### config.mk
export PLATFORM = sky130hd
export DESIGN_NAME = indexed_insert_delete_array
export DESIGN_NICKNAME = d
export VERILOG_FILES = /design/src/hdl/iida_pkg.sv /design/src/hdl/iida_ctrl.sv /design/src/hdl/iida_cell.sv /design/src/hdl/indexed_insert_delete_array.sv
export SDC_FILE = /design/constraint.sdc
export NUM_CORES = 1
export LEC_CHECK = 0
export ABC_AREA = 1
export BUFFER_PORTS_ARGS = -buffer_cell sky130_fd_sc_hd__clkbuf_2
export CORE_ASPECT_RATIO = 0.7
export CORE_UTILIZATION = 30
export DETAILED_ROUTE_END_ITERATION = 8
export PLACE_DENSITY = 0.43
export SLEW_MARGIN = 20
export SYNTH_ARGS = -nofsm -noshare
export SYNTH_HDL_FRONTEND = slang
export SYNTH_HIERARCHICAL = 1
export SYNTH_SLANG_ARGS = --single-unit
### constraint.sdc
create_clock -name clk -period 7.2 [get_ports clk]
set_input_delay 0.36 -clock clk [delete_from_list [all_inputs] [get_ports clk]]
set_output_delay 0.36 -clock clk [all_outputs]
set_load 0.01 [all_outputs]
### src/hdl/iida_pkg.sv
// ----------------------------------------------------------------------------
// iida_pkg
// Shared widths, operation and status codes, and the control bundle that the
// decoder hands to the storage cells of the indexed insert/delete array.
// ----------------------------------------------------------------------------
package iida_pkg;

    localparam int CAPACITY_DEF = 16;
    localparam int DATA_W       = 32;
    localparam int CNT_W        = 5;
    localparam int OP_W         = 2;
    localparam int ST_W         = 2;

    localparam logic [OP_W-1:0] OP_APPEND = 2'd0;
    localparam logic [OP_W-1:0] OP_INSERT = 2'd1;
    localparam logic [OP_W-1:0] OP_DELETE = 2'd2;
    localparam logic [OP_W-1:0] OP_UNUSED = 2'd3;

    localparam logic [ST_W-1:0] ST_OK    = 2'd0;
    localparam logic [ST_W-1:0] ST_FULL  = 2'd1;
    localparam logic [ST_W-1:0] ST_RANGE = 2'd2;

    localparam logic [CNT_W-1:0] CAP_RESET = 5'd16;

    typedef struct packed {
        logic             app_ok;
        logic             ins_ok;
        logic             del_ok;
        logic [CNT_W-1:0] pos;
        logic [CNT_W-1:0] count;
    } ctrl_t;

endpackage

### src/hdl/iida_ctrl.sv
// ----------------------------------------------------------------------------
// iida_ctrl
// Operation decoder: checks an operation against the entry count and the
// capacity limit, and produces the status, the new count and the cell controls.
// ----------------------------------------------------------------------------
module iida_ctrl #(
    parameter int CAPACITY = iida_pkg::CAPACITY_DEF
) (
    input  logic [iida_pkg::OP_W-1:0]  operation,
    input  logic [iida_pkg::CNT_W-1:0] position,
    input  logic [iida_pkg::CNT_W-1:0] count,
    input  logic [iida_pkg::CNT_W-1:0] capacity,
    output iida_pkg::ctrl_t            ctrl,
    output logic [iida_pkg::ST_W-1:0]  status,
    output logic [iida_pkg::CNT_W-1:0] count_next
);

    localparam int CAP_BITS = $clog2(CAPACITY + 1);
    localparam int CMP_W    = (CAP_BITS > iida_pkg::CNT_W ? CAP_BITS : iida_pkg::CNT_W) + 1;

    logic [iida_pkg::CNT_W-1:0] limit;
    logic                       full;

    always_comb
    begin
        if (capacity == '0)
        begin
            limit = iida_pkg::CNT_W'(1);
        end
        else if (CMP_W'(capacity) > CMP_W'(CAPACITY))
        begin
            limit = iida_pkg::CNT_W'(CAPACITY);
        end
        else
        begin
            limit = capacity;
        end
    end

    assign full = (count >= limit);

    always_comb
    begin
        ctrl.app_ok = 1'b0;
        ctrl.ins_ok = 1'b0;
        ctrl.del_ok = 1'b0;
        ctrl.pos    = position;
        ctrl.count  = count;
        status      = iida_pkg::ST_OK;
        count_next  = count;
        unique case (operation)
            iida_pkg::OP_APPEND:
            begin
                if (full)
                begin
                    status = iida_pkg::ST_FULL;
                end
                else
                begin
                    ctrl.app_ok = 1'b1;
                    count_next  = count + 1'b1;
                end
            end
            iida_pkg::OP_INSERT:
            begin
                if (full)
                begin
                    status = iida_pkg::ST_FULL;
                end
                else if (position > count)
                begin
                    status = iida_pkg::ST_RANGE;
                end
                else
                begin
                    ctrl.ins_ok = 1'b1;
                    count_next  = count + 1'b1;
                end
            end
            iida_pkg::OP_DELETE:
            begin
                if (position >= count)
                begin
                    status = iida_pkg::ST_RANGE;
                end
                else
                begin
                    ctrl.del_ok = 1'b1;
                    count_next  = count - 1'b1;
                end
            end
            iida_pkg::OP_UNUSED:
            begin
                status = iida_pkg::ST_RANGE;
            end
            default:
            begin
                status = iida_pkg::ST_RANGE;
            end
        endcase
    end

endmodule

### src/hdl/iida_cell.sv
// ----------------------------------------------------------------------------
// iida_cell
// One entry of the list. On each transfer it keeps its word, loads the new
// value, or takes the word of its left or right neighbor.
// ----------------------------------------------------------------------------
module iida_cell #(
    parameter int CAPACITY = iida_pkg::CAPACITY_DEF,
    parameter int INDEX    = 0
) (
    input  logic                        clk,
    input  logic                        step,
    input  iida_pkg::ctrl_t             ctrl,
    input  logic [iida_pkg::DATA_W-1:0] value,
    input  logic [iida_pkg::DATA_W-1:0] left_data,
    input  logic [iida_pkg::DATA_W-1:0] right_data,
    output logic [iida_pkg::DATA_W-1:0] data,
    output logic [iida_pkg::DATA_W-1:0] pick
);

    localparam int CAP_BITS = $clog2(CAPACITY + 1);
    localparam int CMP_W    = (CAP_BITS > iida_pkg::CNT_W ? CAP_BITS : iida_pkg::CNT_W) + 1;
    localparam logic [CMP_W-1:0] IDX  = CMP_W'(INDEX);
    localparam logic [CMP_W-1:0] IDX1 = CMP_W'(INDEX + 1);

    logic [iida_pkg::DATA_W-1:0] data_reg;
    logic [iida_pkg::DATA_W-1:0] data_next;
    logic [CMP_W-1:0]            pos_ext;
    logic [CMP_W-1:0]            cnt_ext;
    logic                        load;
    logic                        up;
    logic                        down;

    assign pos_ext = CMP_W'(ctrl.pos);
    assign cnt_ext = CMP_W'(ctrl.count);

    assign load = (ctrl.app_ok && (IDX == cnt_ext)) || (ctrl.ins_ok && (IDX == pos_ext));
    assign up   = ctrl.ins_ok && (IDX > pos_ext) && (IDX <= cnt_ext);
    assign down = ctrl.del_ok && (IDX >= pos_ext) && (IDX1 < cnt_ext);

    always_comb
    begin
        if (load)
        begin
            data_next = value;
        end
        else if (up)
        begin
            data_next = left_data;
        end
        else if (down)
        begin
            data_next = right_data;
        end
        else
        begin
            data_next = data_reg;
        end
    end

    always_ff @(posedge clk)
    begin
        if (step)
        begin
            data_reg <= data_next;
        end
    end

    assign data = data_reg;
    assign pick = (IDX == pos_ext) ? data_reg : '0;

endmodule

### src/hdl/indexed_insert_delete_array.sv
// ----------------------------------------------------------------------------
// indexed_insert_delete_array
// Packed list of signed 32-bit entries with append, insert at a position and
// delete at a position; every operation returns a status, the removed value
// and the new entry count.
// ----------------------------------------------------------------------------
// The list is a row of CAPACITY cells, and on each transfer every cell either
// holds its word, loads the new value, or takes the word of a neighbor, so an
// insert or delete moves the whole tail in one transfer. The block shows its
// result in the cycle after the input transfer, from an output register. While a
// result waits there, the input is held off. A new operation can enter in the
// same cycle that the previous result is taken, so with a ready receiver one
// operation is accepted per clock cycle. The capacity register is written with
// cfg_wr_en and takes effect for the next operation; values of zero count as
// one and values above CAPACITY count as CAPACITY.
module indexed_insert_delete_array #(
    parameter int CAPACITY = iida_pkg::CAPACITY_DEF
) (
    input  logic                              clk,
    input  logic                              rst_n,
    input  logic                              cfg_wr_en,
    input  logic [iida_pkg::CNT_W-1:0]        cfg_wr_data,
    input  logic                              in_valid,
    output logic                              in_ready,
    input  logic [iida_pkg::OP_W-1:0]         operation,
    input  logic [iida_pkg::CNT_W-1:0]        position,
    input  logic signed [iida_pkg::DATA_W-1:0] value,
    output logic                              out_valid,
    input  logic                              out_ready,
    output logic [iida_pkg::ST_W-1:0]         status,
    output logic signed [iida_pkg::DATA_W-1:0] removed_value,
    output logic [iida_pkg::CNT_W-1:0]        entry_count
);

    logic [iida_pkg::CNT_W-1:0]  capacity_reg;
    logic [iida_pkg::CNT_W-1:0]  count_reg;
    logic [iida_pkg::CNT_W-1:0]  count_next;
    logic                        out_valid_reg;
    logic [iida_pkg::ST_W-1:0]   status_reg;
    logic [iida_pkg::ST_W-1:0]   status_next;
    logic [iida_pkg::DATA_W-1:0] removed_reg;
    logic [iida_pkg::DATA_W-1:0] removed_next;
    logic [iida_pkg::CNT_W-1:0]  out_count_reg;
    logic                        in_xfer;
    iida_pkg::ctrl_t             ctrl;
    logic [iida_pkg::DATA_W-1:0] cell_data [CAPACITY];
    logic [iida_pkg::DATA_W-1:0] cell_pick [CAPACITY];

    assign in_ready = !out_valid_reg || out_ready;
    assign in_xfer  = in_valid && in_ready;

    iida_ctrl #(
        .CAPACITY (CAPACITY)
    ) u_ctrl (
        .operation  (operation),
        .position   (position),
        .count      (count_reg),
        .capacity   (capacity_reg),
        .ctrl       (ctrl),
        .status     (status_next),
        .count_next (count_next)
    );

    for (genvar g = 0; g < CAPACITY; g++)
    begin : g_cell
        logic [iida_pkg::DATA_W-1:0] left_data;
        logic [iida_pkg::DATA_W-1:0] right_data;

        if (g == 0)
        begin : g_first
            assign left_data = '0;
        end
        else
        begin : g_left
            assign left_data = cell_data[g-1];
        end

        if (g == CAPACITY - 1)
        begin : g_last
            assign right_data = '0;
        end
        else
        begin : g_right
            assign right_data = cell_data[g+1];
        end

        iida_cell #(
            .CAPACITY (CAPACITY),
            .INDEX    (g)
        ) u_cell (
            .clk        (clk),
            .step       (in_xfer),
            .ctrl       (ctrl),
            .value      (value),
            .left_data  (left_data),
            .right_data (right_data),
            .data       (cell_data[g]),
            .pick       (cell_pick[g])
        );
    end

    always_comb
    begin
        removed_next = '0;
        for (int i = 0; i < CAPACITY; i++)
        begin
            removed_next = removed_next | cell_pick[i];
        end
        if (!ctrl.del_ok)
        begin
            removed_next = '0;
        end
    end

    always_ff @(posedge clk or negedge rst_n)
    begin
        if (!rst_n)
        begin
            capacity_reg  <= iida_pkg::CAP_RESET;
            count_reg     <= '0;
            out_valid_reg <= 1'b0;
        end
        else
        begin
            if (cfg_wr_en)
            begin
                capacity_reg <= cfg_wr_data;
            end
            if (in_xfer)
            begin
                count_reg     <= count_next;
                out_valid_reg <= 1'b1;
            end
            else if (out_ready)
            begin
                out_valid_reg <= 1'b0;
            end
        end
    end

    always_ff @(posedge clk)
    begin
        if (in_xfer)
        begin
            status_reg    <= status_next;
            removed_reg   <= removed_next;
            out_count_reg <= count_next;
        end
    end

    assign out_valid     = out_valid_reg;
    assign status        = status_reg;
    assign removed_value = removed_reg;
    assign entry_count   = out_count_reg;

    a_count_bound: assert property (@(posedge clk) disable iff (!rst_n)
        32'(count_reg) <= CAPACITY)
        else $error("entry count exceeds capacity");

    a_delete_count: assert property (@(posedge clk) disable iff (!rst_n)
        in_xfer && ctrl.del_ok |=> count_reg == $past(count_reg) - 1'b1)
        else $error("successful delete did not decrement the count");

    a_reject_hold: assert property (@(posedge clk) disable iff (!rst_n)
        in_xfer && (status_next != iida_pkg::ST_OK) |=> count_reg == $past(count_reg))
        else $error("rejected operation changed the count");

    a_out_after_xfer: assert property (@(posedge clk) disable iff (!rst_n)
        $rose(out_valid_reg) |-> $past(in_xfer))
        else $error("result appeared without an input transfer");

    a_count_match: assert property (@(posedge clk) disable iff (!rst_n)
        in_xfer |=> out_count_reg == count_reg)
        else $error("reported count differs from the stored count");

endmodule
==> impl_metrics.ini, run 1 <==
[clock_network]
clk_path_buf_depth = 3
path_clk_slew_ps = 60
cts_buffers = 69
clock_latency_ps = 670
cts_root_buffer = clkbuf_16
htree_levels = 3
clock-sinks = 562
cts_tree = done

[timing]
hold_viol_final = 0
worst_slew_pin_slew_ps = 1198
setup_viol = 0
rsz0062_at_grt = no
fin_crit_sh = 0.7029
slew_headroom = 0.2016
finalCriticalPeriod_ps = 5061
final.setup.tns_ps = 0
max_freq_mhz = 197.6
finClkSkew_ps = 25.97
whs_ps = 53.14
maxSlewViolCount = 0

[logic_synthesis]
yosysSeqAreaShare = 0.3955
synth_warnings = 6
synthFlopType = edfxtp_1
yosys-top-cells-area = edfxtp_1 (39%), nand2_1 (17%), inv_1 (12%)
ys_ff_latch = 562
async_flop_share = 0.01957
synth_largest_area_cell = edfxtp_1
yosysUniqueCellTypes = 49
syn-instance-count = 6338
synth.avg_cell_area_um2 = 6.711
syn_area_um2 = 42540
yosysTopAreaCellShare = 0.3890
synth_edf_count = 551

[floorplanning]
dieArea_um2 = 143300
ios = 90
core.rowCount = 115
start_util = 0.3026
core_area_um2 = 140600
die_w_um = 452.1
fp.dieH_um = 317.0

[critical_path]
worstPathCellList = inv_1 > ha_1 > nand2_1 > nor2_4 > nand2_2 > nand2_4 > nand2_1 > inv_4 > buf_4 > nand2_1 > o21ai_4 > buf_4 > nor2_1 > a21boi_4 > buf_4
slowest_delay_ps = 840
cp_data_arrival_time_ps = 5410
crit_path_end_kind = flip-flop
worstPathMaxFanout = 38
cp-start-kind = flip-flop
slowest_stage = dfrtp_1
critical_path_class = flip-flop to flip-flop
required_ps = 7550

[pwr]
leakage_uw = 0.02477
total_power_uw = 10110
vdd_drop_max_mv = 0.1815
power_density_nw_per_um2 = 217.6

[detailed_routing]
postRouteAntennaNets = 0
vias = 37760
post_drt_wl_per_cell_um = 17.83
drt-total-wl_um = 146900
drt_pre_antenna_iters = 6
drtIter0Drc = 2698
drc = 0
vias_per_cell = 4.583

[placed_design]
dp_hpwl_um = 108100
port-buffer-count = 89
gp_congestion = 0.8326

[final_layout]
area_growth_syn_to_layout_pct = 9.201
final_nets = 6375
drive_above_1_share = 0.09788
largest_register_ffs = 512
n_fill_cell = 15360

[status]
status = finished clean

[grt]
grt_max_degree = 66
grt_pass1_wl_um = 226500
grt_use_total = 0.2044
grt_pass1_vias = 36610
grt_overflow_total = 0
antenna_found_initial = 3

[min_path]
hold_class = input pin to flip-flop

[flow_run]
drv_cap = 0
==> cell usage in the layout (no fill, tap or decap), types with 17 or more instances in the layout <==
| cell | count |
|---|---|
| clkbuf_2 | 89 |
| o21ai_1 | 32 |
| conb_1 | 32 |
| nor2_2 | 25 |
| nor2_1 | 913 |
| nor2_4 | 35 |
| clkbuf_16 | 74 |
| nand2_1 | 1936 |
| buf_4 | 76 |
| edfxtp_1 | 551 |
| nand3_2 | 109 |
| a21oi_1 | 39 |
| nand4_1 | 113 |
| nand2_4 | 17 |
| nand2_2 | 93 |
| inv_2 | 31 |
| inv_1 | 1357 |
| nand3_1 | 699 |
==> power by group <==
part	internal, uW	total (uW)	switching (uW)
sequential	3780	3900	116
combinational	576	2590	2020
clock	2020	3620	1600
==> repair_timing <==
item	4_1_cts	5_1_grt
setup buffers	0	0
hold endpoints to repair	17	0
resized for setup	0	0
hold buffers	8	0
==> Yosys cell counts (all sizes together), types with 2 or more instances <==
library cell / instances
edfxtp: 551
nand3: 814
nand3b: 3
inv: 1394
nor2: 977
xor2: 4
nor3: 5
a21oi: 44
nand4: 114
o21ai: 40
buf: 250
o21bai: 3
xnor2: 2
ha: 12
a21boi: 2
o211ai: 2
clkbuf: 56
nand2: 2047
dfrtp: 10
mux2: 5
==> layer usage <==
layer,wire (um),track usage
met4,2611,0.04160
met3,6505,0.02300
met2,62390,0.3120
met1,75410,0.3085
met5,9,0
==> worst max-delay path, delay by kind of cell (launching register included) <==
| family | cells | cell delay (ps) |
|---|---|---|
| AO/OA/AOI/OAI | 2 | 780 |
| adder cells (fa/ha/maj) | 1 | 370 |
| buffers and inverters | 5 | 1810 |
| flip-flops | 1 | 840 |
| AND/OR/NAND/NOR | 7 | 910 |
==> stage by stage <==
stage                     utilization  setup slack (ps)  cell area, um2  instances
after floorplan                     -              2669           42650       6369
after global placement         0.3130              1853           44000       8100
after detailed placement       0.3132              1787           44020       8101
after CTS                      0.3295              1779           46330       8231
after global routing           0.3304              1786           46450       8238
final                          0.3304              2139           46450       8239
==> cell type report <==
type                       count  area (um2)  share of cell area
timing repair buffer         180        1236             0.02661
multi-input combinational   4107       18570              0.3998
inverter                    1394        5249              0.1130
clock inverter                40       340.3            0.007327
tap                         1872        2342             0.05042
sequential                   562       16820              0.3622
antenna                        2       5.005           0.0001077
clock buffer                  82        1882             0.04051
==> logic make-up (layout without fill, tap and decap cells) <==
| kind of cell | count (synthesis) | count (layout) | synth area share |
|---|---|---|---|
| buffers and inverters | 1700 | 1696 | 0.1734 |
| other | 1 | 34 | 0.00008816 |
| adders and majority gates | 12 | 12 | 0.003530 |
| xor gates and xnor gates | 6 | 6 | 0.001235 |
| DFF | 562 | 562 | 0.3955 |
| and+or+nand+nor | 3961 | 3961 | 0.4116 |
| AOI/OAI and AO/OA | 91 | 91 | 0.01341 |
| muxes | 5 | 5 | 0.001324 |
==> path summary, 6_finish.rpt <==
kind	slack, ps	startpoint	cells past startpoint	to
max in group asynchronous	6770	rst_n	2	capacity_reg[4]
max reg2reg	2140	count_reg[2]	15	g_cell[13].u_cell/data[16]
max	2140	count_reg[2]	15	g_cell[13].u_cell/data[16]
min	50	in_valid	4	count_reg[2]
min reg2reg	530	capacity_reg[0]	1	capacity_reg[0]
min in group asynchronous	140	rst_n	2	count_reg[2]
Note: power is estimated with default switching activity, not from simulation.
==> run 2, diff against run 1 <==
--- a/config.mk
+++ b/config.mk
@@ -10,7 +10,7 @@
 export CORE_ASPECT_RATIO = 0.7
 export CORE_UTILIZATION = 30
 export DETAILED_ROUTE_END_ITERATION = 8
-export PLACE_DENSITY = 0.43
+export PLACE_DENSITY = 0.45
 export SLEW_MARGIN = 20
 export SYNTH_ARGS = -nofsm -noshare
 export SYNTH_HDL_FRONTEND = slang
==> constraint.sdc (replaced) <==
create_clock -name clk -period 4.6 [get_ports clk]
set_input_delay 0.23 -clock clk [delete_from_list [all_inputs] [get_ports clk]]
set_output_delay 0.23 -clock clk [all_outputs]
set_load 0.01 [all_outputs]
==> run 2 against run 1 <==
Utilization increased by 0.14 points. Power is 56% higher. Combinational power grew 61%. Hold slack gained 1.2 ps. Non-clock buffer count increased by 42. Worst setup slack worse by 1300 ps. Final area grew 0.43%. Global-route usage fell by 0.52 points. Cell count grew 0.42%. Sequential share of layout area shrank 0.16 points. Clock power grew 52%.
==> impl_metrics.ini, run 2 (synthesis gave the netlist of run 1 again) <==
[grt]
grt_use_met2 = 0.2981
grt_overflow_total = 0
grt-busiest-layer = met1
antenna_found_initial = 2
met1_usage = 0.3051
grt_pass1_vias = 37070
grt_use_total = 0.1993
grt_pass1_wl_um = 222100
grt_max_degree = 65
grt_util_met3 = 0.02506

[min_path]
hold_class = input pin to asynchronous set/reset pin

[timing]
finClkSkew_ps = 34.33
setup_viol = 0
rsz0062_at_grt = no
max_freq_mhz = 266.4
fin_crit_sh = 0.8159
maxSlewViolCount = 0
final.setup.tns_ps = 0
slew_headroom = 0.3161
finalCriticalPeriod_ps = 3753
worst_slew_pin_slew_ps = 1026
hold_viol_final = 0

[floorplanning]
core.rowCount = 115
fp.dieH_um = 317.0
die_w_um = 452.1
dieArea_um2 = 143300
core_area_um2 = 140600
start_util = 0.3026
ios = 90

[critical_path]
crit_path_end_kind = flip-flop
cp-start-kind = flip-flop
cp_data_arrival_time_ps = 4040
worstPathMaxFanout = 33
required_ps = 4890
critical_path_class = flip-flop to flip-flop

[status]
status = finished clean

[final_layout]
largest_register_ffs = 512
final_nets = 6415
final_common_cell = nand2_1
drive_above_1_share = 0.1017
area_growth_syn_to_layout_pct = 9.674
design_area_um2 = 46650
mostFrequentLayoutCells = nand2_1 (1936), inv_1 (1358), nor2_1 (913), nand3_1 (699), edfxtp_1 (551)

[clock_network]
cts_root_buffer = clkbuf_16
clock-sinks = 562
htree_levels = 3
cts_buffers = 67
path_clk_slew_ps = 70
cts_hold_buf = 18
cts_setup_buffers = 0
clk_path_buf_depth = 3
cts_resized = 0
cts_tree = done
clock_latency_ps = 680

[detailed_routing]
drt-total-wl_um = 142200
drc = 0
post_drt_wl_per_cell_um = 17.18
vias_per_cell = 4.576
postRouteAntennaNets = 0
vias = 37870
drt_pre_antenna_iters = 6
drtIter0Drc = 2810

[pwr]
vdd_drop_max_mv = 0.2561
seqPwrFrac = 0.385
power.share.switching = 0.3712
leakage_uw = 0.02494
switching_power_uw = 5841
comb_power_share = 0.265
power_density_nw_per_um2 = 337.3
p_int_uw = 9894
clkPwrFrac = 0.350

[placed_design]
postPlaceCellArea_um2 = 44350
gp_congestion = 0.8290
dp_hpwl_um = 104200
port-buffer-count = 89

[flow_run]
drv_cap = 0
-- run 2: cell types whose count changed in the layout (fill, tap and decap cells not counted), sizes merged --
cell,before,now
diode,2,1
clkbuf,171,168
bufinv,4,5
buf,83,115
dlygate4sd3,8,18
clkinvlp,4,0
-- run 2: power by group through the flow --
stage / registers [uW] / clock network (uW) / logic, uW
3_5_place_dp: 6170 / 0 / 4120
4_1_cts: 6060 / 5670 / 4140
3_3_place_gp: 6170 / 0 / 4100
2_1_floorplan: 6150 / 0 / 2860
5_1_grt: 6080 / 5840 / 4610
6_report: 6060 / 5500 / 4180
-- run 2: critical path: stages, from the launching register on --
cell and delay (ps):
dfstp_2 540, inv_1 70, nand2_1 70, ha_1 220
nand2_1 80, inv_1 40, nand2_1 70, nand3_2 150
nor2_1 200, nand2_1 140, inv_4 380, nand3_1 200
nor2_4 170, nand2_4 230, nand3_1 180, nand2_1 60
inv_1 90, buf_4 420
-- run 2: path summary, 6_finish.rpt --
check | slack, ps | cells past startpoint | to | start
min reg2reg | 610 | 2 | g_cell[0].u_cell/data[4] | g_cell[1].u_cell/data[4]
min in group clk | 160 | 3 | g_cell[0].u_cell/data[7] | value[7]
max | 850 | 17 | g_cell[11].u_cell/data[12] | capacity_reg[4]
max reg2reg | 850 | 17 | g_cell[11].u_cell/data[12] | capacity_reg[4]
max in group asynchronous | 3570 | 3 | count_reg[4] | rst_n
min | 50 | 2 | capacity_reg[4] | rst_n
-- run 2: stage by stage --
stage / cells / utilization / setup WS, ps / power [uW] / hold WS, ps
after global routing: 8274 / 0.3319 / 454.8 / 16530 / 20.31
after global placement: 8139 / 0.3155 / 833.5 / 10270 / 141.8
after detailed placement: 8139 / 0.3155 / 864.6 / 10280 / 141.2
final: 8274 / 0.3319 / 846.7 / 15730 / 54.36
after CTS: 8273 / 0.3318 / 828.0 / 15870 / 8.203
after floorplan: 6369 / - / 69.23 / 9008 / -65.59
-- run 2: layer usage --
layer,share of wire,wire length (um),up-vias
li1,-,-,19150
met1,0.52,73900,17760
met4,0.017,2369,2
met3,0.045,6443,149
met5,0.000091,13,-
met2,0.42,59450,812
-- run 2: layout make-up --
class                   instances  area (um2)
flip-flops and latches        562       16820
repair buffers                222        1551
clock inverters                37       351.6
inverters                    1394        5249
clock buffers                  79        1764
diodes                          1       2.502
multi-input cells            4107       18570
fillers                     15350       93930
well taps                    1872        2342
